==> src/hdl/nqbs_pkg.sv <==
package nqbs_pkg;

    // Width of a board size, a row number and an output column.
    localparam int unsigned FIELD_W = 5;
    // Candidate columns run one past the board size, so they need one more bit.
    localparam int unsigned COL_W = FIELD_W + 1;
    // Byte-padded widths of the stream data buses.
    localparam int unsigned S_TDATA_W = 8;
    localparam int unsigned M_TDATA_W = 16;

    typedef enum logic [2:0] {
        ST_IDLE,
        ST_TRY,
        ST_CHECK,
        ST_BACK_LD,
        ST_EMIT_RD,
        ST_EMIT_LD,
        ST_OUT_WAIT
    } state_t;

    // Operands of the attack test: candidate column, the column of an earlier
    // queen, and the row distance between the two.
    typedef struct packed {
        logic [COL_W-1:0]   col;
        logic [COL_W-1:0]   other;
        logic [FIELD_W-1:0] drow;
    } chk_req_t;

endpackage

==> src/hdl/n_queens_backtrack_solver_core.sv <==
// N-queens first-solution search engine.
// The slave stream takes one request: s_tdata[4:0] is the board size n. The
// block is ready only while idle, so s_tready drops for the whole search.
// For a board with a solution the master stream carries n items, one per
// row from row 1 upward, each holding the row, the queen's column and
// found = 1; m_tlast marks the item of row n. Boards of size 0, 2, 3 or
// above MAX_QUEENS give a single item with all fields zero, found = 0 and
// m_tlast set.
// The search runs on one attack-test unit. Testing one candidate column
// takes a try step plus one check step per earlier row compared against it,
// and backing up a row takes a try step and a reload step, so large boards
// search far longer than small ones. The column memory is read through
// its single registered port, one earlier row per cycle, and that port sets
// the pace. Each result item then passes through a read state, a load state
// and a wait state that holds until m_tready is high.
// Results leave from an output register that holds steady while m_tready is
// low; the search is already finished then and simply waits. A synchronous
// active-low reset returns the sequencer to idle and drops m_tvalid; the
// column memory needs no clearing because every entry is written before read.
module n_queens_backtrack_solver_core #(
    parameter int unsigned MAX_QUEENS = 16
) (
    input  logic                           aclk,
    input  logic                           aresetn,
    input  logic                           s_tvalid,
    output logic                           s_tready,
    input  logic [nqbs_pkg::S_TDATA_W-1:0] s_tdata,   // [4:0] board_size
    output logic                           m_tvalid,
    input  logic                           m_tready,
    output logic [nqbs_pkg::M_TDATA_W-1:0] m_tdata,   // [4:0] row, [9:5] column, [10] found
    output logic                           m_tlast    // last
);

    localparam int unsigned ADDR_W = $clog2(MAX_QUEENS);
    localparam int unsigned FW     = nqbs_pkg::FIELD_W;
    localparam int unsigned CW     = nqbs_pkg::COL_W;

    nqbs_pkg::state_t state_reg, state_next;

    logic [FW-1:0] n_reg, n_next;      // board size of the current request
    logic [FW-1:0] k_reg, k_next;      // row being placed, 1-based
    logic [FW-1:0] i_reg, i_next;      // earlier row under comparison, 1-based
    logic [CW-1:0] col_reg, col_next;  // candidate column for row k
    logic [FW-1:0] r_reg, r_next;      // row being emitted, 1-based

    logic          m_tvalid_reg, m_tvalid_next;
    logic [FW-1:0] row_reg, row_next;
    logic [FW-1:0] column_reg, column_next;
    logic          found_reg, found_next;
    logic          last_reg, last_next;

    logic              wr_en;
    logic [ADDR_W-1:0] wr_addr;
    logic [CW-1:0]     wr_data;
    logic [ADDR_W-1:0] rd_addr;
    logic [CW-1:0]     rd_data;

    nqbs_pkg::chk_req_t chk_req;
    logic               conflict;

    logic [FW-1:0] in_size;

    assign in_size = s_tdata[FW-1:0];

    nqbs_ram #(
        .WIDTH (CW),
        .DEPTH (MAX_QUEENS)
    ) u_columns (
        .aclk    (aclk),
        .wr_en   (wr_en),
        .wr_addr (wr_addr),
        .wr_data (wr_data),
        .rd_addr (rd_addr),
        .rd_data (rd_data)
    );

    // The read data belongs to earlier row i; compare it with the candidate.
    assign chk_req.col   = col_reg;
    assign chk_req.other = rd_data;
    assign chk_req.drow  = k_reg - i_reg;

    nqbs_attack_unit u_attack (
        .req      (chk_req),
        .conflict (conflict)
    );

    always_ff @(posedge aclk) begin
        if (!aresetn) begin
            state_reg    <= nqbs_pkg::ST_IDLE;
            m_tvalid_reg <= 1'b0;
        end else begin
            state_reg    <= state_next;
            m_tvalid_reg <= m_tvalid_next;
        end
    end

    always_ff @(posedge aclk) begin
        n_reg      <= n_next;
        k_reg      <= k_next;
        i_reg      <= i_next;
        col_reg    <= col_next;
        r_reg      <= r_next;
        row_reg    <= row_next;
        column_reg <= column_next;
        found_reg  <= found_next;
        last_reg   <= last_next;
    end

    always_comb begin
        state_next    = state_reg;
        n_next        = n_reg;
        k_next        = k_reg;
        i_next        = i_reg;
        col_next      = col_reg;
        r_next        = r_reg;
        m_tvalid_next = m_tvalid_reg;
        row_next      = row_reg;
        column_next   = column_reg;
        found_next    = found_reg;
        last_next     = last_reg;
        wr_en         = 1'b0;
        wr_addr       = ADDR_W'(k_reg - 1'b1);
        wr_data       = col_reg;
        rd_addr       = '0;

        unique case (state_reg)
            nqbs_pkg::ST_IDLE: begin
                if (s_tvalid) begin
                    n_next = in_size;
                    if ((in_size == '0) || ({1'b0, in_size} > CW'(MAX_QUEENS))) begin
                        // Nothing to search: report no placement at once.
                        row_next      = '0;
                        column_next   = '0;
                        found_next    = 1'b0;
                        last_next     = 1'b1;
                        m_tvalid_next = 1'b1;
                        state_next    = nqbs_pkg::ST_OUT_WAIT;
                    end else begin
                        k_next     = FW'(1);
                        col_next   = CW'(1);
                        state_next = nqbs_pkg::ST_TRY;
                    end
                end
            end

            nqbs_pkg::ST_TRY: begin
                if (col_reg > {1'b0, n_reg}) begin
                    // Row k has run out of columns: back up one row, or report no placement from row 1.
                    if (k_reg == FW'(1)) begin
                        row_next      = '0;
                        column_next   = '0;
                        found_next    = 1'b0;
                        last_next     = 1'b1;
                        m_tvalid_next = 1'b1;
                        state_next    = nqbs_pkg::ST_OUT_WAIT;
                    end else begin
                        k_next     = k_reg - 1'b1;
                        rd_addr    = ADDR_W'(k_reg - FW'(2));
                        state_next = nqbs_pkg::ST_BACK_LD;
                    end
                end else if (k_reg == FW'(1)) begin
                    // The first row has nothing above it to clash with.
                    wr_en = 1'b1;
                    if (k_reg == n_reg) begin
                        r_next     = FW'(1);
                        state_next = nqbs_pkg::ST_EMIT_RD;
                    end else begin
                        k_next   = k_reg + 1'b1;
                        col_next = CW'(1);
                    end
                end else begin
                    i_next     = FW'(1);
                    rd_addr    = '0;
                    state_next = nqbs_pkg::ST_CHECK;
                end
            end

            nqbs_pkg::ST_CHECK: begin
                if (conflict) begin
                    col_next   = col_reg + 1'b1;
                    state_next = nqbs_pkg::ST_TRY;
                end else if (i_reg == k_reg - 1'b1) begin
                    // Every earlier row passed: the candidate stands.
                    wr_en = 1'b1;
                    if (k_reg == n_reg) begin
                        r_next     = FW'(1);
                        state_next = nqbs_pkg::ST_EMIT_RD;
                    end else begin
                        k_next     = k_reg + 1'b1;
                        col_next   = CW'(1);
                        state_next = nqbs_pkg::ST_TRY;
                    end
                end else begin
                    i_next  = i_reg + 1'b1;
                    rd_addr = ADDR_W'(i_reg);
                end
            end

            nqbs_pkg::ST_BACK_LD: begin
                col_next   = rd_data + 1'b1;
                state_next = nqbs_pkg::ST_TRY;
            end

            nqbs_pkg::ST_EMIT_RD: begin
                rd_addr    = ADDR_W'(r_reg - 1'b1);
                state_next = nqbs_pkg::ST_EMIT_LD;
            end

            nqbs_pkg::ST_EMIT_LD: begin
                row_next      = r_reg;
                column_next   = rd_data[FW-1:0];
                found_next    = 1'b1;
                last_next     = (r_reg == n_reg);
                m_tvalid_next = 1'b1;
                state_next    = nqbs_pkg::ST_OUT_WAIT;
            end

            nqbs_pkg::ST_OUT_WAIT: begin
                if (m_tready) begin
                    m_tvalid_next = 1'b0;
                    if (last_reg) begin
                        state_next = nqbs_pkg::ST_IDLE;
                    end else begin
                        r_next     = r_reg + 1'b1;
                        state_next = nqbs_pkg::ST_EMIT_RD;
                    end
                end
            end

            default: begin
                state_next = nqbs_pkg::ST_IDLE;
            end
        endcase
    end

    assign s_tready = (state_reg == nqbs_pkg::ST_IDLE);
    assign m_tvalid = m_tvalid_reg;
    assign m_tdata  = {5'b0, found_reg, column_reg, row_reg};
    assign m_tlast  = last_reg;

endmodule

==> src/hdl/nqbs_ram.sv <==
module nqbs_ram #(
    parameter int unsigned WIDTH = 6,
    parameter int unsigned DEPTH = 16
) (
    input  logic                     aclk,
    input  logic                     wr_en,
    input  logic [$clog2(DEPTH)-1:0] wr_addr,
    input  logic [WIDTH-1:0]         wr_data,
    input  logic [$clog2(DEPTH)-1:0] rd_addr,
    output logic [WIDTH-1:0]         rd_data
);

    logic [WIDTH-1:0] mem [DEPTH];
    logic [WIDTH-1:0] rd_data_reg;

    always_ff @(posedge aclk) begin
        if (wr_en) begin
            mem[wr_addr] <= wr_data;
        end
        rd_data_reg <= mem[rd_addr];
    end

    assign rd_data = rd_data_reg;

endmodule

==> src/hdl/nqbs_attack_unit.sv <==
module nqbs_attack_unit (
    input  nqbs_pkg::chk_req_t req,
    output logic               conflict
);

    logic [nqbs_pkg::COL_W-1:0] dcol;

    // Absolute column distance; a queen on the same diagonal has it equal to
    // the row distance.
    always_comb begin
        if (req.col >= req.other) begin
            dcol = req.col - req.other;
        end else begin
            dcol = req.other - req.col;
        end
        conflict = (req.col == req.other) || ({1'b0, req.drow} == dcol);
    end

endmodule

==> config.mk <==
export PLATFORM = sky130hd
export DESIGN_NAME = n_queens_backtrack_solver_core
export DESIGN_NICKNAME = d
export VERILOG_FILES = /design/src/hdl/nqbs_pkg.sv /design/src/hdl/n_queens_backtrack_solver_core.sv /design/src/hdl/nqbs_ram.sv /design/src/hdl/nqbs_attack_unit.sv
export SDC_FILE = /design/constraint.sdc
export NUM_CORES = 1
export LEC_CHECK = 0
export ABC_AREA = 0
export BUFFER_PORTS_ARGS = -buffer_cell sky130_fd_sc_hd__buf_2
export CAP_MARGIN = 20
export CORE_ASPECT_RATIO = 1.25
export CORE_MARGIN = 1.5
export CORE_UTILIZATION = 56
export DETAILED_ROUTE_END_ITERATION = 10
export GPL_TIMING_DRIVEN = 0
export PLACE_DENSITY = 0.77
export REMOVE_ABC_BUFFERS = 1
export SLEW_MARGIN = 20
export SYNTH_ARGS = -nofsm -noshare
export SYNTH_HDL_FRONTEND = slang
export SYNTH_HIERARCHICAL = 1
export SYNTH_SLANG_ARGS = --single-unit
==> constraint.sdc <==
create_clock -name aclk -period 4.2 [get_ports aclk]
set_input_delay 0.21 -clock aclk [delete_from_list [all_inputs] [get_ports aclk]]
set_output_delay 0.21 -clock aclk [all_outputs]
set_load 0.01 [all_outputs]
# Word-level counts from Yosys, hierarchy flattened
# Memory sizes are Yosys's and may differ from the RTL's. A register that Yosys moved wholly into a read port is not among the register bits.
# Cells that the tools add are included.
word_totals:
  ff_bits: 42
  latchBits: 0
  ram_bits: 96
  romBits: 0
  out_inout_bits: 19
  word_cells: 145
  memories: 1
op_classes:
  add_sub_neg: 11
  n_mul: 0
  n_div: 0
  order_cmp: 3
  n_eq_ne: 28
  shifts: 0
  mux: 73
  bitwise_logic: 0
  n_reduce_logical: 18
memory_table:
  columns: ["memory", "words", "word_bits", "rd", "rd_ports_with_merged_regs", "wr", "line_no", "text"]
  rows:
  - ["u_columns.mem", 16, 6, 1, 1, 1, "nqbs_ram.sv:13", "logic [WIDTH-1:0] mem [DEPTH];"]
op_table:
  columns: ["operator", "n"]
  rows:
  - ["$mux 5", 23]
  - ["$pmux 5 s3", 4]
  - ["$mux 6", 8]
  - ["$mux 3", 11]
  - ["$pmux 6 s4", 1]
  - ["$ne 2x2->1 const B", 11]
  - ["$pmux 3 s7", 1]
  - ["$mux 4", 4]
  - ["$add 5x1->5 const B", 3]
  - ["$eq 5x5->1", 3]
  - ["$mux 1", 15]
  - ["$reduce_and 7->1", 2]
  - ["$add 6x1->6 const B", 2]
  - ["$pmux 4 s3", 1]
  - ["$reduce_and 6->1", 2]
  - ["$sub 6x6->6", 2]
  - ["$pmux 5 s2", 1]
  - ["$reduce_and 5->1", 2]
  - ["$eq 3x3->1 const B", 3]
  - ["$ne 3x3->1 const B", 3]
  - ["$reduce_bool 3->1", 3]
  - ["$reduce_bool 4->1", 2]
  - ["$eq 3x2->1 const B", 2]
  - ["$eq 5x6->1", 1]
  - ["21 further kinds", 23]

# Depth between registers and ports, before layout
depth:
  ltp_word: 8
  ltp_mapped: 23
  mapped_depth_nobuf: 19

# By module
# Netlist, hierarchy kept.
modules_own_cells:
  columns: ["module", "instances", "cells_per_inst", "area_each_um2", "seq_area_each_um2"]
  rows:
  - ["nqbs_ram", 1, 178, 3895.0, 3002.9]
  - ["n_queens_backtrack_solver_core", 1, 321, 3141.8, 1221.2]
  - ["nqbs_attack_unit", 1, 68, 538.0, 0.0]

# Worst setup path after synthesis
# No wires, ideal clock.
synth_timing:
  path_kind: "register -> register"
  start: "register col_reg[0]"
  end: "memory u_columns.mem[0][0] (enable)"
  setup_time_ns: 0.377
  t_arrival_ns: 3.895
  required_ns: 3.823
  path_slack_ns: -0.072
  stages_incl_launch_ff: 18
  n_path_buf: 1
  period_less_slack_ns: 4.272
  cell_sequence: "edfxtp_1 > inv_1 > ha_1 > inv_1 > fa_1 > a21o_1 > a21oi_2 > a31o_4 > mux2i_1 > xnor2_1 > nand3_1 > o22ai_1 > clkbuf_1 > nor2_1 > nand2_1 > o21bai_1 > or3b_2 > nor3_1"
synth_via:
  elab_chain_len: 8
  elab_cells_between_ends: 13
synth_lines:
  columns: ["element", "line_no", "text"]
  rows:
  - ["start, declared", "n_queens_backtrack_solver_core.sv:43", "logic [CW-1:0] col_reg, col_next;"]
  - ["start signal, assigned", "n_queens_backtrack_solver_core.sv:101", "col_reg <= col_next;"]
  - ["$sub 6x6->6, or another cell as far along", "nqbs_attack_unit.sv:14", "dcol = req.other - req.col;"]
  - ["$mux 6", "nqbs_attack_unit.sv:11", "if (req.col >= req.other) begin"]
  - ["$eq 5x6->1", "nqbs_attack_unit.sv:16", "conflict = (req.col == req.other) || ({1'b0, req.drow} == dcol);"]
  - ["$logic_or 1x1->1 *", "nqbs_attack_unit.sv:16", null]
  - ["net conflict", "n_queens_backtrack_solver_core.sv:59", "logic conflict;"]
  - ["$mux 1 *", "n_queens_backtrack_solver_core.sv:179", "if (conflict) begin"]
  - ["$pmux 1 s2 *", "n_queens_backtrack_solver_core.sv:126", "unique case (state_reg)"]
  - ["net wr_en", "n_queens_backtrack_solver_core.sv:52", "logic wr_en;"]
  - ["$mux 1 *", "nqbs_ram.sv:17", "if (wr_en) begin"]
  - ["$mux 1 (not written as such) *", "nqbs_ram.sv:18", "mem[wr_addr] <= wr_data;"]
  - ["end, declared", "nqbs_ram.sv:13", null]
# Mark *: on every way through the listed nets, which the timed path passes. The rest lies on a longest branch.

# Worst setup path after layout
# Same ends and word-level chain as after synthesis.

==> flow_summary_export.csv <==
group,metric,value,unit
outcome,status,"finished with violations",
outcome,violations,"negative setup slack",
yosys,ys_types,73,
setup_path,cp-start-kind,"flip-flop",
global_route,top_usage_layer,"met2",
setup_path,cp_top_family,"simple AND/OR/NAND/NOR gates",
place,dp_hpwl,11100,um
setup_path,crit_path_max_fanout,6,
die,start_util,57.2,%
cells_and_area,drive_gt1_share,26.5,%
global_route,grt_pass1_vias,5008,
cells_and_area,fin_cells,808,
cells_and_area,largest_reg_flops,96,
die,die_h,133,um
yosys,synth_top_area_cell,"edfxtp_1",
yosys,synth_area,0.00757,mm2
global_route,antenna_found_initial,0,
die,fp.coreArea,0.0132,mm2
timing,whs,80.9,ps
yosys,ys.warnings.count,6,
timing,hold_violations,0,
cts,clock_latency,420,ps
yosys,synth.area.top_cells,"edfxtp_1 (53%), ha_1 (5.1%), mux4_1 (4.2%)",
power_and_ir_drop,p_per_area,874,mW/mm2
yosys,synthTopCellsByCount,"edfxtp_1 (134), nor2_1 (40), nand2_1 (36), inv_1 (35), xnor2_1 (32)",
setup_path,critical_path.cell_chain,"inv_1 > ha_2 > inv_2 > fa_2 > a21o_1 > a21oi_2 > a31o_4 > mux2i_2 > xnor2_1 > nand3_1 > o22ai_4 > nor2_2 > nand2_2 > o21bai_1 > or3b_2 > nor3_4",
timing,period_share,103,%
setup_path,ff2ff_setup_slack,-130,ps
die,dieArea,0.0142,mm2
yosys,async_flop_share,0,%
timing,finalSetupViolCount,24,
timing,tightest_slew,762,ps
timing,slew_headroom,48.8,%
cts,cts_num_sinks,144,
global_route,grt_max_degree,19,
yosys,ys_seq_area_share,55.8,%
cts,cts_tree,"yes",
drt,routed_wirelength,18800,um
place,dpl_cell_area,0.00781,mm2
setup_path,crit_arrival,4410,ps
drt,first_iter_violations,565,
cells_and_area,design_area,0.00893,mm2
die,num_rows,47,
timing,slew_violations,0,
die,die_width,107,um
drt,drtPass1Iterations,7,
yosys,avgSynthCellArea,13.4,um2
cells_and_area,n_antenna_cell,0,
setup_path,slowest_stage,"or3b_2",
yosys,yosysMostFrequentCell,"edfxtp_1",
cells_and_area,area_growth,17.9,%
yosys,synthFlopType,"edfxtp_1",
global_route,use_met1,31.8,%
global_route,groute.usage.overall,26.2,%
flow_run,maxCapViolations,0,
timing,rsz0062_at_grt,"yes",
setup_path,critPathCaptureType,"flip-flop",
die,io_pins,31,
cts,root_buffer,"clkbuf_16",
place,gp_congestion,0.902,
power_and_ir_drop,leakage,3.21,nW
global_route,grt_use_met3,4.98,%
timing,fin_crit,4330,ps
global_route,grt_pass1_wl,27400,um
drt,num_vias,5151,
cts,htreeDepth,4,
yosys,postSynthCellCount,567,
yosys,synth_edf_count,134,
cells_and_area,final_nets,671,
timing,skew,5.28,ps
setup_path,critPathKind,"reg2reg",
place,place_ws,-1240,ps
timing,setup_ws,-127,ps
global_route,grt_use_met2,44.8,%
cts,cts_inserted_buffers,17,
place,io_buffers,22,
drt,vias_per_cell,6.38,
setup_path,required,4280,ps
cts,clk_pin_slew_worst_paths,60,ps
power_and_ir_drop,peakVddDrop,0.000488,V
global_route,overflow,0,
place,post-place-cells,736,
drt,detail-route-antenna-nets,0,
min_path,hp-class,"in2reg",
drt,routedWlPerCell,23.2,um
power_and_ir_drop,total_power,7.80,mW
timing,fmax,0.231,GHz
setup_path,crit_buf_inv,2,
yosys,ys_ff_latch,144,
setup_path,cp_slowest_stage_delay,610,ps
cts,clock_path_buffers,2,
yosys,synth_top_area_share,53.1,%
drt,drc_errors,0,
cell families after synthesis:
group / after synthesis / synth area share (%)
xor+xnor: 49 / 5.85
simple gates: 149 / 9.86
fa+ha+maj: 34 / 5.91
buf+inv: 66 / 4.41
flops: 144 / 55.8
other cells: 1 / 0.0495
compound gates: 91 / 9.18
mux: 33 / 8.97
stage by stage:
stage          setup TNS [ps]  util, %
2_1_floorplan           -6440        -
3_3_place_gp           -72650     58.3
3_5_place_dp           -76940     59.0
4_1_cts                     0     66.0
5_1_grt                 -4260     67.5
6_report                -2320     67.5
repair_timing:
action                     4_1_cts  5_1_grt
buffers inserted                23       14
hold buffers                     5        0
pin swaps                        3       12
hold endpoints to repair         5        0
setup endpoints to repair      120      102
gates resized for setup         19       36
final cells by class:
class | instances | area (um2)
sequential | 144 | 4230
multi-input combinational | 361 | 3230
clock buffer | 17 | 425
inverter | 36 | 139
tap | 171 | 214
clock inverter | 14 | 175
fill | 884 | 4300
timing repair buffer | 65 | 520
layout by cell type (no fill, tap or decap), types with 3 or more instances in the layout:
cell type	netlist	final
buf_4	7	33
inv_6	0	3
xnor2_1	32	32
mux2_2	3	3
mux2i_1	6	5
nor3_1	9	5
and3_1	7	7
o22ai_1	7	6
clkbuf_16	0	18
dlygate4sd3_1	0	5
nand3_1	15	15
a21o_1	7	7
nor3_4	0	4
nor2_1	40	26
mux4_2	12	17
buf_12	0	3
a22oi_2	0	10
nand2_1	36	34
buf_2	5	22
and2_1	13	13
a211oi_1	3	3
clkinvlp_4	0	5
o21ai_0	10	10
nand3b_1	4	4
conb_1	1	5
o221ai_1	9	7
xor2_1	16	16
inv_8	0	3
ha_1	31	30
inv_1	35	33
dfxtp_1	10	8
nor2_2	0	13
a21oi_1	13	13
nor2b_1	6	4
mux4_1	12	7
edfxtp_1	134	134
final timing paths:
check | from | endpoint | cells past startpoint
hold reg to reg | m_tvalid$_SDFFE_PN0P_ | m_tvalid$_SDFFE_PN0P_ | 1
hold / removal | aresetn | m_tvalid$_SDFFE_PN0P_ | 2
setup / recovery | col_reg[0]$_DFFE_PP_ | u_columns/mem[0][0]$_DFFE_PP_ | 16
setup reg to reg | col_reg[0]$_DFFE_PP_ | u_columns/mem[0][0]$_DFFE_PP_ | 16
metal layers:
metal / vias to the layer above / share of wire, %
li1: 2250 / -
met1: 2576 / 37
met2: 256 / 53
met3: 69 / 6.0
met4: 0 / 4.3
met5: - / 0
report_power, final:
group | internal (mW) | switching (mW) | total (mW)
Combinational | 1.79 | 2.23 | 4.02
Sequential | 1.94 | 0.315 | 2.25
Clock | 0.893 | 0.633 | 1.53
Total | 4.62 | 3.18 | 7.80
Power figures use the tool's default switching activity.
